==> src/hw/rtl/smm_pkg.sv <==
// Shared types and constants for the source matching mailbox.
package smm_pkg;

  localparam int PROC_W = 4;
  localparam int SRC_W  = 4;
  localparam int WORD_W = 32;

  typedef enum logic [1:0] {
    STS_STORED    = 2'd0,
    STS_DELIVERED = 2'd1,
    STS_NO_MATCH  = 2'd2,
    STS_FULL      = 2'd3
  } status_t;

  typedef struct packed {
    logic    load;
    logic    store;
    logic    scan;
    logic    hit;
    logic    shift;
    logic    dec;
    logic    push;
    logic    set_status;
    status_t code;
  } smm_cmd_t;

  typedef struct packed {
    logic is_recv;
    logic full;
    logic hit;
    logic drained;
    logic out_free;
  } smm_sts_t;

endpackage

==> src/hw/rtl/smm_ram.sv <==
// Generic single write port, single read port RAM with registered read data.
module smm_ram #(
  parameter int WIDTH = 8,
  parameter int DEPTH = 16,
  parameter int ADDR_W = $clog2(DEPTH)
) (
  input  logic              clk,
  input  logic              we,
  input  logic [ADDR_W-1:0] waddr,
  input  logic [WIDTH-1:0]  wdata,
  input  logic              re,
  input  logic [ADDR_W-1:0] raddr,
  output logic [WIDTH-1:0]  rdata
);

  logic [WIDTH-1:0] mem [DEPTH];

  always_ff @(posedge clk) begin
    if (we) begin
      mem[waddr] <= wdata;
    end
    if (re) begin
      rdata <= mem[raddr];
    end
  end

endmodule

==> src/hw/rtl/smm_datapath.sv <==
// Mailbox datapath: item registers, per-mailbox counts, slot RAM, scan and shift pointers.
module smm_datapath
  import smm_pkg::*;
#(
  parameter int SLOTS = 8,
  parameter int PROCS = 16,
  parameter int PBITS = 32
) (
  input  logic        clk,
  input  logic        rst_n,
  input  logic [47:0] in_tdata,
  input  logic        in_tuser,
  input  smm_cmd_t    cmd,
  output smm_sts_t    sts,
  output logic        out_tvalid,
  input  logic        out_tready,
  output logic [39:0] out_tdata,
  output logic [1:0]  out_tuser
);

  localparam int MBOX   = (PROCS < 16) ? PROCS : 16;
  localparam int MB_W   = $clog2(MBOX);
  localparam int IDX_W  = $clog2(SLOTS);
  localparam int CNT_W  = $clog2(SLOTS + 1);
  localparam int PW     = (PBITS < WORD_W) ? PBITS : WORD_W;
  localparam int ENT_W  = SRC_W + PW;
  localparam int ADDR_W = MB_W + IDX_W;
  localparam int DEPTH  = MBOX * (2 ** IDX_W);

  logic              op_r;
  logic [PROC_W-1:0] proc_r;
  logic [SRC_W-1:0]  src_r;
  logic              any_r;
  logic [PW-1:0]     pay_r;
  logic [CNT_W-1:0]  rd_idx_r;
  logic              pend_r;
  logic [IDX_W-1:0]  pend_idx_r;
  status_t           res_status_r;
  logic [SRC_W-1:0]  res_src_r;
  logic [WORD_W-1:0] res_pay_r;
  logic [CNT_W-1:0]  mbox_cnt_r [MBOX];
  logic              out_tvalid_r;
  logic [39:0]       out_tdata_r;
  logic [1:0]        out_tuser_r;

  logic              in_range;
  logic [MB_W-1:0]   mbox_sel;
  logic [CNT_W-1:0]  cur_cnt;
  logic              issue;
  logic [ENT_W-1:0]  rdata;
  logic [SRC_W-1:0]  rd_src;
  logic [PW-1:0]     rd_pay;
  logic              match;
  logic              we;
  logic [ADDR_W-1:0] waddr;
  logic [ENT_W-1:0]  wdata;
  logic [ADDR_W-1:0] raddr;

  assign in_range = 32'(proc_r) < PROCS;
  assign mbox_sel = proc_r[MB_W-1:0];
  assign cur_cnt  = in_range ? mbox_cnt_r[mbox_sel] : '0;
  assign issue    = (cmd.scan | cmd.shift) & (rd_idx_r < cur_cnt);
  assign rd_src   = rdata[ENT_W-1:PW];
  assign rd_pay   = rdata[PW-1:0];
  assign match    = pend_r & (any_r | (rd_src == src_r));

  assign raddr = {mbox_sel, rd_idx_r[IDX_W-1:0]};
  assign we    = cmd.store | (cmd.shift & pend_r);
  assign waddr = cmd.store ? {mbox_sel, cur_cnt[IDX_W-1:0]}
                           : {mbox_sel, pend_idx_r - IDX_W'(1)};
  assign wdata = cmd.store ? {src_r, pay_r} : rdata;

  assign sts.is_recv  = op_r;
  assign sts.full     = !in_range || (cur_cnt == CNT_W'(SLOTS));
  assign sts.hit      = match;
  assign sts.drained  = !pend_r && (rd_idx_r >= cur_cnt);
  assign sts.out_free = !out_tvalid_r || out_tready;

  smm_ram #(
    .WIDTH (ENT_W),
    .DEPTH (DEPTH),
    .ADDR_W(ADDR_W)
  ) u_slots (
    .clk  (clk),
    .we   (we),
    .waddr(waddr),
    .wdata(wdata),
    .re   (issue),
    .raddr(raddr),
    .rdata(rdata)
  );

  always_ff @(posedge clk) begin
    if (!rst_n) begin
      rd_idx_r     <= '0;
      pend_r       <= 1'b0;
      out_tvalid_r <= 1'b0;
      for (int i = 0; i < MBOX; i++) begin
        mbox_cnt_r[i] <= '0;
      end
    end else begin
      if (cmd.load) begin
        rd_idx_r <= '0;
        pend_r   <= 1'b0;
      end else if (cmd.hit) begin
        rd_idx_r <= CNT_W'(pend_idx_r) + CNT_W'(1);
        pend_r   <= 1'b0;
      end else if (cmd.scan || cmd.shift) begin
        pend_r <= issue;
        if (issue) begin
          rd_idx_r <= rd_idx_r + CNT_W'(1);
        end
      end
      if (cmd.store) begin
        mbox_cnt_r[mbox_sel] <= cur_cnt + CNT_W'(1);
      end else if (cmd.dec) begin
        mbox_cnt_r[mbox_sel] <= cur_cnt - CNT_W'(1);
      end
      if (cmd.push) begin
        out_tvalid_r <= 1'b1;
      end else if (out_tready) begin
        out_tvalid_r <= 1'b0;
      end
    end
  end

  always_ff @(posedge clk) begin
    if (cmd.load) begin
      op_r      <= in_tuser;
      proc_r    <= in_tdata[3:0];
      src_r     <= in_tdata[7:4];
      any_r     <= in_tdata[8];
      pay_r     <= in_tdata[9 +: PW];
      res_src_r <= '0;
      res_pay_r <= '0;
    end
    if (issue) begin
      pend_idx_r <= rd_idx_r[IDX_W-1:0];
    end
    if (cmd.hit) begin
      res_src_r    <= rd_src;
      res_pay_r    <= WORD_W'(rd_pay);
      res_status_r <= STS_DELIVERED;
    end else if (cmd.set_status) begin
      res_status_r <= cmd.code;
    end
    if (cmd.push) begin
      out_tdata_r <= {4'b0, res_pay_r, res_src_r};
      out_tuser_r <= res_status_r;
    end
  end

  assign out_tvalid = out_tvalid_r;
  assign out_tdata  = out_tdata_r;
  assign out_tuser  = out_tuser_r;

endmodule

==> src/hw/rtl/smm_ctrl.sv <==
// Mailbox controller: sequences store, scan, shift and result hand-off.
module smm_ctrl
  import smm_pkg::*;
(
  input  logic     clk,
  input  logic     rst_n,
  input  logic     in_tvalid,
  output logic     in_tready,
  input  smm_sts_t sts,
  output smm_cmd_t cmd
);

  typedef enum logic [2:0] {
    S_IDLE,
    S_SEND,
    S_SCAN,
    S_SHIFT,
    S_FIN
  } state_t;

  state_t state_r;
  state_t state_nxt;

  assign in_tready = (state_r == S_IDLE);

  always_comb begin
    cmd       = '0;
    cmd.code  = STS_STORED;
    state_nxt = state_r;
    unique case (state_r)
      S_IDLE: begin
        if (in_tvalid) begin
          cmd.load  = 1'b1;
          state_nxt = S_SEND;
        end
      end
      S_SEND: begin
        if (sts.is_recv) begin
          cmd.scan  = 1'b1;
          state_nxt = S_SCAN;
        end else begin
          cmd.set_status = 1'b1;
          if (sts.full) begin
            cmd.code = STS_FULL;
          end else begin
            cmd.store = 1'b1;
            cmd.code  = STS_STORED;
          end
          state_nxt = S_FIN;
        end
      end
      S_SCAN: begin
        priority if (sts.hit) begin
          cmd.hit   = 1'b1;
          state_nxt = S_SHIFT;
        end else if (sts.drained) begin
          cmd.set_status = 1'b1;
          cmd.code       = STS_NO_MATCH;
          state_nxt      = S_FIN;
        end else begin
          cmd.scan = 1'b1;
        end
      end
      S_SHIFT: begin
        if (sts.drained) begin
          cmd.dec   = 1'b1;
          state_nxt = S_FIN;
        end else begin
          cmd.shift = 1'b1;
        end
      end
      S_FIN: begin
        if (sts.out_free) begin
          cmd.push  = 1'b1;
          state_nxt = S_IDLE;
        end
      end
      default: state_nxt = S_IDLE;
    endcase
  end

  always_ff @(posedge clk) begin
    if (!rst_n) begin
      state_r <= S_IDLE;
    end else begin
      state_r <= state_nxt;
    end
  end

endmodule

==> src/hw/rtl/source_matching_mailbox_top.sv <==
// Top level of the source matching mailbox.
// Each process owns SLOTS_PER_MAILBOX message slots kept in age order in one slot RAM;
// a send appends behind the current count, a receive scans from the oldest entry for
// the first matching source and then moves the younger entries up one place. One word
// is handled at a time: a send goes from S_SEND to S_FIN; a receive goes from S_SEND through
// S_SCAN, which reads entries until a match or the end, and after a match through S_SHIFT,
// which moves the younger entries up, to S_FIN. The slot RAM has one read and one write port;
// a result still stalled at the output holds the next result back in S_FIN.
// A finished result waits in the output register while the next word is taken in.
// No clearing pass is needed after reset; the per-mailbox counts start at zero.
module source_matching_mailbox_top
  import smm_pkg::*;
#(
  parameter int SLOTS_PER_MAILBOX = 8,
  parameter int PROCESS_COUNT     = 16,
  parameter int PAYLOAD_BITS      = 32
) (
  input  logic        clk,
  input  logic        rst_n,
  input  logic        in_tvalid,
  output logic        in_tready,
  input  logic [47:0] in_tdata,   // process_id[3:0], source_id[7:4], match_any[8],
                                  // message_payload[40:9], zero pad[47:41]
  input  logic        in_tuser,   // opcode
  output logic        out_tvalid,
  input  logic        out_tready,
  output logic [39:0] out_tdata,  // delivered_source[3:0], delivered_payload[35:4],
                                  // zero pad[39:36]
  output logic [1:0]  out_tuser   // status
);

  smm_cmd_t cmd;
  smm_sts_t sts;

  smm_ctrl u_ctrl (
    .clk      (clk),
    .rst_n    (rst_n),
    .in_tvalid(in_tvalid),
    .in_tready(in_tready),
    .sts      (sts),
    .cmd      (cmd)
  );

  smm_datapath #(
    .SLOTS(SLOTS_PER_MAILBOX),
    .PROCS(PROCESS_COUNT),
    .PBITS(PAYLOAD_BITS)
  ) u_dp (
    .clk       (clk),
    .rst_n     (rst_n),
    .in_tdata  (in_tdata),
    .in_tuser  (in_tuser),
    .cmd       (cmd),
    .sts       (sts),
    .out_tvalid(out_tvalid),
    .out_tready(out_tready),
    .out_tdata (out_tdata),
    .out_tuser (out_tuser)
  );

endmodule

==> config.mk <==
export PLATFORM = sky130hd
export DESIGN_NAME = source_matching_mailbox_top
export DESIGN_NICKNAME = d
export VERILOG_FILES = /design/src/hw/rtl/smm_pkg.sv /design/src/hw/rtl/smm_ram.sv /design/src/hw/rtl/smm_datapath.sv /design/src/hw/rtl/smm_ctrl.sv /design/src/hw/rtl/source_matching_mailbox_top.sv
export SDC_FILE = /design/constraint.sdc
export NUM_CORES = 2
export LEC_CHECK = 0
export BUFFER_PORTS_ARGS = -buffer_cell sky130_fd_sc_hd__buf_2
export CORE_MARGIN = 4
export CORE_UTILIZATION = 31
export CTS_CLUSTER_SIZE = 40
export DETAILED_ROUTE_END_ITERATION = 7
export GPL_TIMING_DRIVEN = 0
export PLACE_DENSITY = 0.47
export SLEW_MARGIN = 20
export SYNTH_ARGS = -nofsm -noshare
export SYNTH_HDL_FRONTEND = slang
export SYNTH_MEMORY_MAX_BITS = 65536
export SYNTH_SLANG_ARGS = --single-unit
==> constraint.sdc <==
create_clock -name clk -period 6.1 [get_ports clk]
set_input_delay 0.61 -clock clk [delete_from_list [all_inputs] [get_ports clk]]
set_output_delay 0.61 -clock clk [all_outputs]
set_load 0.1 [all_outputs]
* Yosys cells after proc, flatten, opt, wreduce, memory -nomap -nowiden
Memory sizes are Yosys's and may differ from the RTL's. A register that Yosys moved wholly into a read port is not among the register bits.
Index checks and enable logic that the tools add are counted.
** Word-level totals
- Input port bits :: 53
- Logic and storage cells :: 107
- Memory bits (writable) :: 4672
- Output and inout bits :: 44
- Memories kept :: 2
- Register bits :: 130
** Operators by class
- Bitwise operators :: 8
- Reduce and logical (&&, ||, !) cells :: 15
- $lt $le $gt $ge :: 2
- Equal/unequal tests :: 8
- Add/sub/neg operators :: 5
- Mux-type cells :: 52
** Memories
- u_dp.u_slots.mem :: words 128, width 36, read ports 1, clocked after memory_dff 1, write ports 1, line smm_ram.sv:16 : logic [WIDTH-1:0] mem [DEPTH];
- u_dp.mbox_cnt_r :: words 16, width 4, read ports 1, clocked after memory_dff 1, write ports 16, line smm_datapath.sv:41 : logic [CNT_W-1:0] mbox_cnt_r [MBOX];
** Operators by type and width (number)
- two-way mux 32 bit :: 2
- two-way mux 36 bit :: 1
- two-way mux 4 bit :: 9
- two-way mux 3 bit :: 9
- two-way mux 1 bit :: 26
- case mux 3 bit (5 select lines) :: 1
- adder 4 x 1 -> 4 bit (second input constant) :: 2
- nonzero test 2 bit :: 4
- equality test 3 x 2 -> 1 bit (second input constant) :: 2
- case mux 3 bit (2 select lines) :: 1
- adder 3 x 1 -> 4 bit (second input constant) :: 1
- equality test 4 bit :: 1
- equality test 4 bit (second input constant) :: 1
- greater-or-equal comparator 4 bit :: 1
- less-than comparator 4 bit :: 1
- two-way mux 2 bit :: 2
- != test 2 bit (second input constant) :: 2
- OR 1 bit :: 4
- AND reduction 2 bit :: 2
- OR reduction 4 bit :: 1
- subtractor 4 x 1 -> 4 bit (second input constant) :: 1
- AND 1 bit :: 3
- equality test 3 x 1 -> 1 bit (second input constant) :: 1
- equality test 3 bit (second input constant) :: 1
- 9 further kinds :: 11

* Logic depth before layout (Yosys ltp)
- Depth after elaboration :: 11
- Mapped depth :: 19
- Mapped depth without buffers :: 15

* By module
From an unflattened synthesis, not the netlist that was laid out.
** Second synthesis, totals
- Cell total of the unflattened synthesis :: 7279
- Area, all modules :: 184507.0 um^2
** Modules (own cells, without submodules)
- smm_ram :: instances 1, cells an instance 6715, sequential area each 139453.7 um^2, area each 176045.1 um^2
- smm_datapath :: instances 1, cells an instance 528, sequential area each 5735.5 um^2, area each 8157.8 um^2
- smm_ctrl :: instances 1, cells an instance 36, sequential area each 60.1 um^2, area each 304.0 um^2

* Least setup slack after synthesis
No wires, ideal clock.
- Kind :: register to register
- From :: reg (tool-made name)
- To :: mem u_dp.u_slots.mem[100][0] in the netlist's numbering, enable pin
- Setup time :: 474 ps
- Arrival time :: 4873 ps
- Required time :: 5626 ps
- Clock period less this slack :: 5347 ps
- Slack :: 753 ps
- Buffers on the path :: 4
- Stages on the path, launching flop included :: 11
- Cells stage by stage :: dfxtp_1 > buf_6 > buf_6 > mux4_2 > nand3_1 > nand3_2 > o31ai_1 > a22oi_1 > buf_2 > buf_2 > nor3_1
** RTL lines (line)
- end, declared :: smm_ram.sv:16

==> results.yml <==
synthesis:
  synth_seq_area_share: 0.7865
  synthTopCellsByCount: "edfxtp_1 (4827), mux4_2 (1528), clkbuf_1 (220)"
  async_reset_ff_frac: 0
  yosys_warnings: 0
  yosysMostFrequentCell: "edfxtp_1"
  synth_top_area_cell: "edfxtp_1"
  yosys.area.top_type_share: 0.7849
  synth_area_leaders: "edfxtp_1 (78%), mux4_2 (19%), mux2_2 (0.46%), clkbuf_1 (0.45%), nor3_1 (0.36%)"
  synth-edff-count: 4827
  postSynthRegisterBits: 4842
  synth-main-ff-cell: "edfxtp_1"
  synthDistinctLibCells: 52
  syn_area_um2: 184700
  syn_inst: 7297
  avgSynthCellArea_um2: 25.31
final_layout:
  nNetsFinal: 8628
  fin_util: 0.3711
  nFillCells: 53183
  final_layout_size_suffix_gt1_frac: 0.3766
  syn_to_final_growth_pct: 19.31
global_routing:
  grt_max_degree: 129
  met1_usage: 0.2274
  grt.met3_usage: 0.03728
  busiest_layer: "met2"
  antenna_found_initial: 79
  grt_pass1_wl_um: 743400
  grt.overflow.total: 0
  grt_pass1_vias: 89802
  grt_usage: 0.1757
  use_met2: 0.2959
worst_setup_path:
  rrSetupSlack_ps: 100
  critPathTopFamily: "buffers and inverters"
  crit_fanout: 19
  crit_arrival_ps: 6730
  path_cells: "clkbuf_1 -> buf_2 -> mux4_2 -> a22oi_1 -> nand3_2 -> buf_6 -> o31ai_1 -> nand2_2 -> clkbuf_2 -> nor2_4 -> buf_12"
  worstSetupPathType: "reg -> reg"
  crit_path_max_incr_delay_ps: 830
  worstPathRequired_ps: 6830
  end_kind: "register"
  critPathSlowestCell: "nor2_4"
  crit_buf_inv: 5
  start_kind: "register"
timing:
  setup_viol: 0
  rsz0062_at_grt: "no"
  fin_tns_setup_ps: 0
  post-route-min-period_ps: 6003
  slew_headroom: 0.1828
  worst_pin_slew_ps: 1226
  drv_slew: 0
  finalHoldViolCount: 0
  fmax_mhz: 166.6
  fin_skew_ps: 57.22
  min_period_over_period: 0.9840
die:
  io_pins: 97
  row_count: 283
  die_h_um: 779.9
  initial_utilization: 0.3110
  die_w_um: 779.9
  dieArea_um2: 608200
  core_area_um2: 593800
route:
  first_pass_iters: 6
  wl_um: 547700
  drc_errors: 0
  wl_per_cell_um: 32.23
  final_antenna_net_count: 0
  vias: 86242
  viasPerCell: 5.075
  drtIter0Drc: 10214
hold_path:
  hold_class: "in -> reg"
clocking:
  htreeDepth: 6
  worst_skew_pair.late_latency_ps: 1060
  cts.clk_slew.worst_paths_ps: 60
  cts.sinks: 4842
  cts_tree: "built"
  numCtsBuffers: 519
  clockBufferDepth: 4
  ctsRootBufferMaster: "clkbuf_16"
power:
  p_sw_w: 0.02123
  p_int_w: 0.06083
  clockPowerShare: 0.373
  p_leak_nw: 66.62
  comb_power_share: 0.143
  power_frac_seq: 0.484
  p_per_area_nw_per_um2: 372.4
  switching_share: 0.2587
  ir_drop_v: 0.0003043
place:
  port_buffers: 85
  dp_hpwl_um: 400900
  finalWeightedCongestion: 0.9128
job:
  cap_violations: 0
outcome:
  status: "complete, no violations"
cell families after synthesis:
kind of cell,after synthesis,share of synthesized area
flip-flops,4842,0.7865
multiplexers,1606,0.1911
buffers and inverters,421,0.009749
AND/OR/NAND/NOR,348,0.009295
AO/OA/AOI/OAI,61,0.002344
XOR/XNOR,11,0.0005623
adder cells (fa/ha/maj),7,0.0004742
other,1,0.00002031
worst register-to-register path: cells and delay by family (launching register included):
| family | cells | cell delay, ps |
|---|---|---|
| and+or+nand+nor | 3 | 1750 |
| DFF | 1 | 310 |
| AOI/OAI and AO/OA | 2 | 1040 |
| muxes | 1 | 390 |
| buffers and inverters | 5 | 2180 |
routing by layer:
metal  wire length [µm]  vias to the layer above
met3              39660                      685
met4              18770                       12
li1                   -                    34682
met5                 63                        -
met2             271200                     3089
met1             218000                    47774
through the flow:
stage	total power (W)	cell area, µm²	setup slack (ps)	std cells	hold slack, ps
floorplan	0.04629	184700	753.4	7300	400.3
global placement	0.05125	194900	-4557	15222	410.1
finish	0.08206	220300	97.42	16992	278.1
detailed placement	0.05211	203100	203.3	15840	409.0
global route	0.08465	220300	19.98	16960	218.1
CTS	0.08271	219800	164.0	16793	152.2
power by group through the flow:
stage	sequential (W)	combinational (W)	clock, W
after detailed placement	0.0404	0.0117	0
after floorplan	0.0405	0.00580	0
after global placement	0.0408	0.0105	0
final	0.0397	0.0117	0.0306
after CTS	0.0397	0.0117	0.0313
after global routing	0.0397	0.0123	0.0326
sequential cells by signal, indices dropped and copies added (netlist names), 2 cells and up, named ones only:
name	count
u_dp.mbox_cnt_r	64
u_ctrl.state_r	3
u_dp.out_tdata	36
u_dp.res_pay_r	32
u_dp.res_status_r	2
u_dp.pay_r	32
u_dp.mbox_sel	4
u_dp.pend_idx_r	3
u_dp.u_slots.rdata	36
u_dp.src_r	4
u_dp.rd_idx_r	4
u_dp.res_src_r	4
u_dp.out_tuser	2
u_dp.u_slots.mem	4608
cell usage in the layout, fill, tap and decap left out, drive strengths merged, types with 11 or more instances in the layout:
cell / synthesis / layout
dlygate4sd3: 0 / 44
nor2b: 11 / 11
edfxtp: 4827 / 4827
inv: 10 / 31
a21oi: 24 / 24
nand2: 44 / 44
nor2: 81 / 81
clkbuf: 221 / 867
mux2: 76 / 76
diode: 0 / 199
nor3: 132 / 132
bufinv: 0 / 38
buf: 190 / 888
nand3: 14 / 14
mux4: 1528 / 1528
clkinv: 0 / 196
dfxtp: 15 / 15
clkinvlp: 0 / 13
and3: 39 / 39
worst paths after layout:
kind                      from                       end  depth (start not counted)
min reg2reg  u_dp.res_src_r[2]         u_dp.out_tdata[2]                          0
max reg2reg           register  u_dp.u_slots.mem[93][19]                         11
max                   register  u_dp.u_slots.mem[93][19]                         11
min               in_tdata[28]            u_dp.pay_r[19]                          2
timing repair:
| item | 4_1_cts | 5_1_grt |
|---|---|---|
| resized for setup | 0 | 0 |
| hold endpoints to repair | 52 | 0 |
| buffers inserted | 0 | 0 |
| hold buffers | 44 | 0 |
layout make-up:
type	instances	area [µm²]	share of cell area
inverters	10	40.04	0.0001817
repair buffers	747	7642	0.03468
diodes	199	498.0	0.002260
multi-input cells	2037	38930	0.1767
clock inverters	268	2416	0.01097
plain buffers	411	1893	0.008592
flip-flops and latches	4842	145200	0.6592
clock buffers	641	13860	0.06290
well taps	7837	9806	0.04450
Note: power is estimated with default switching activity, not from simulation.
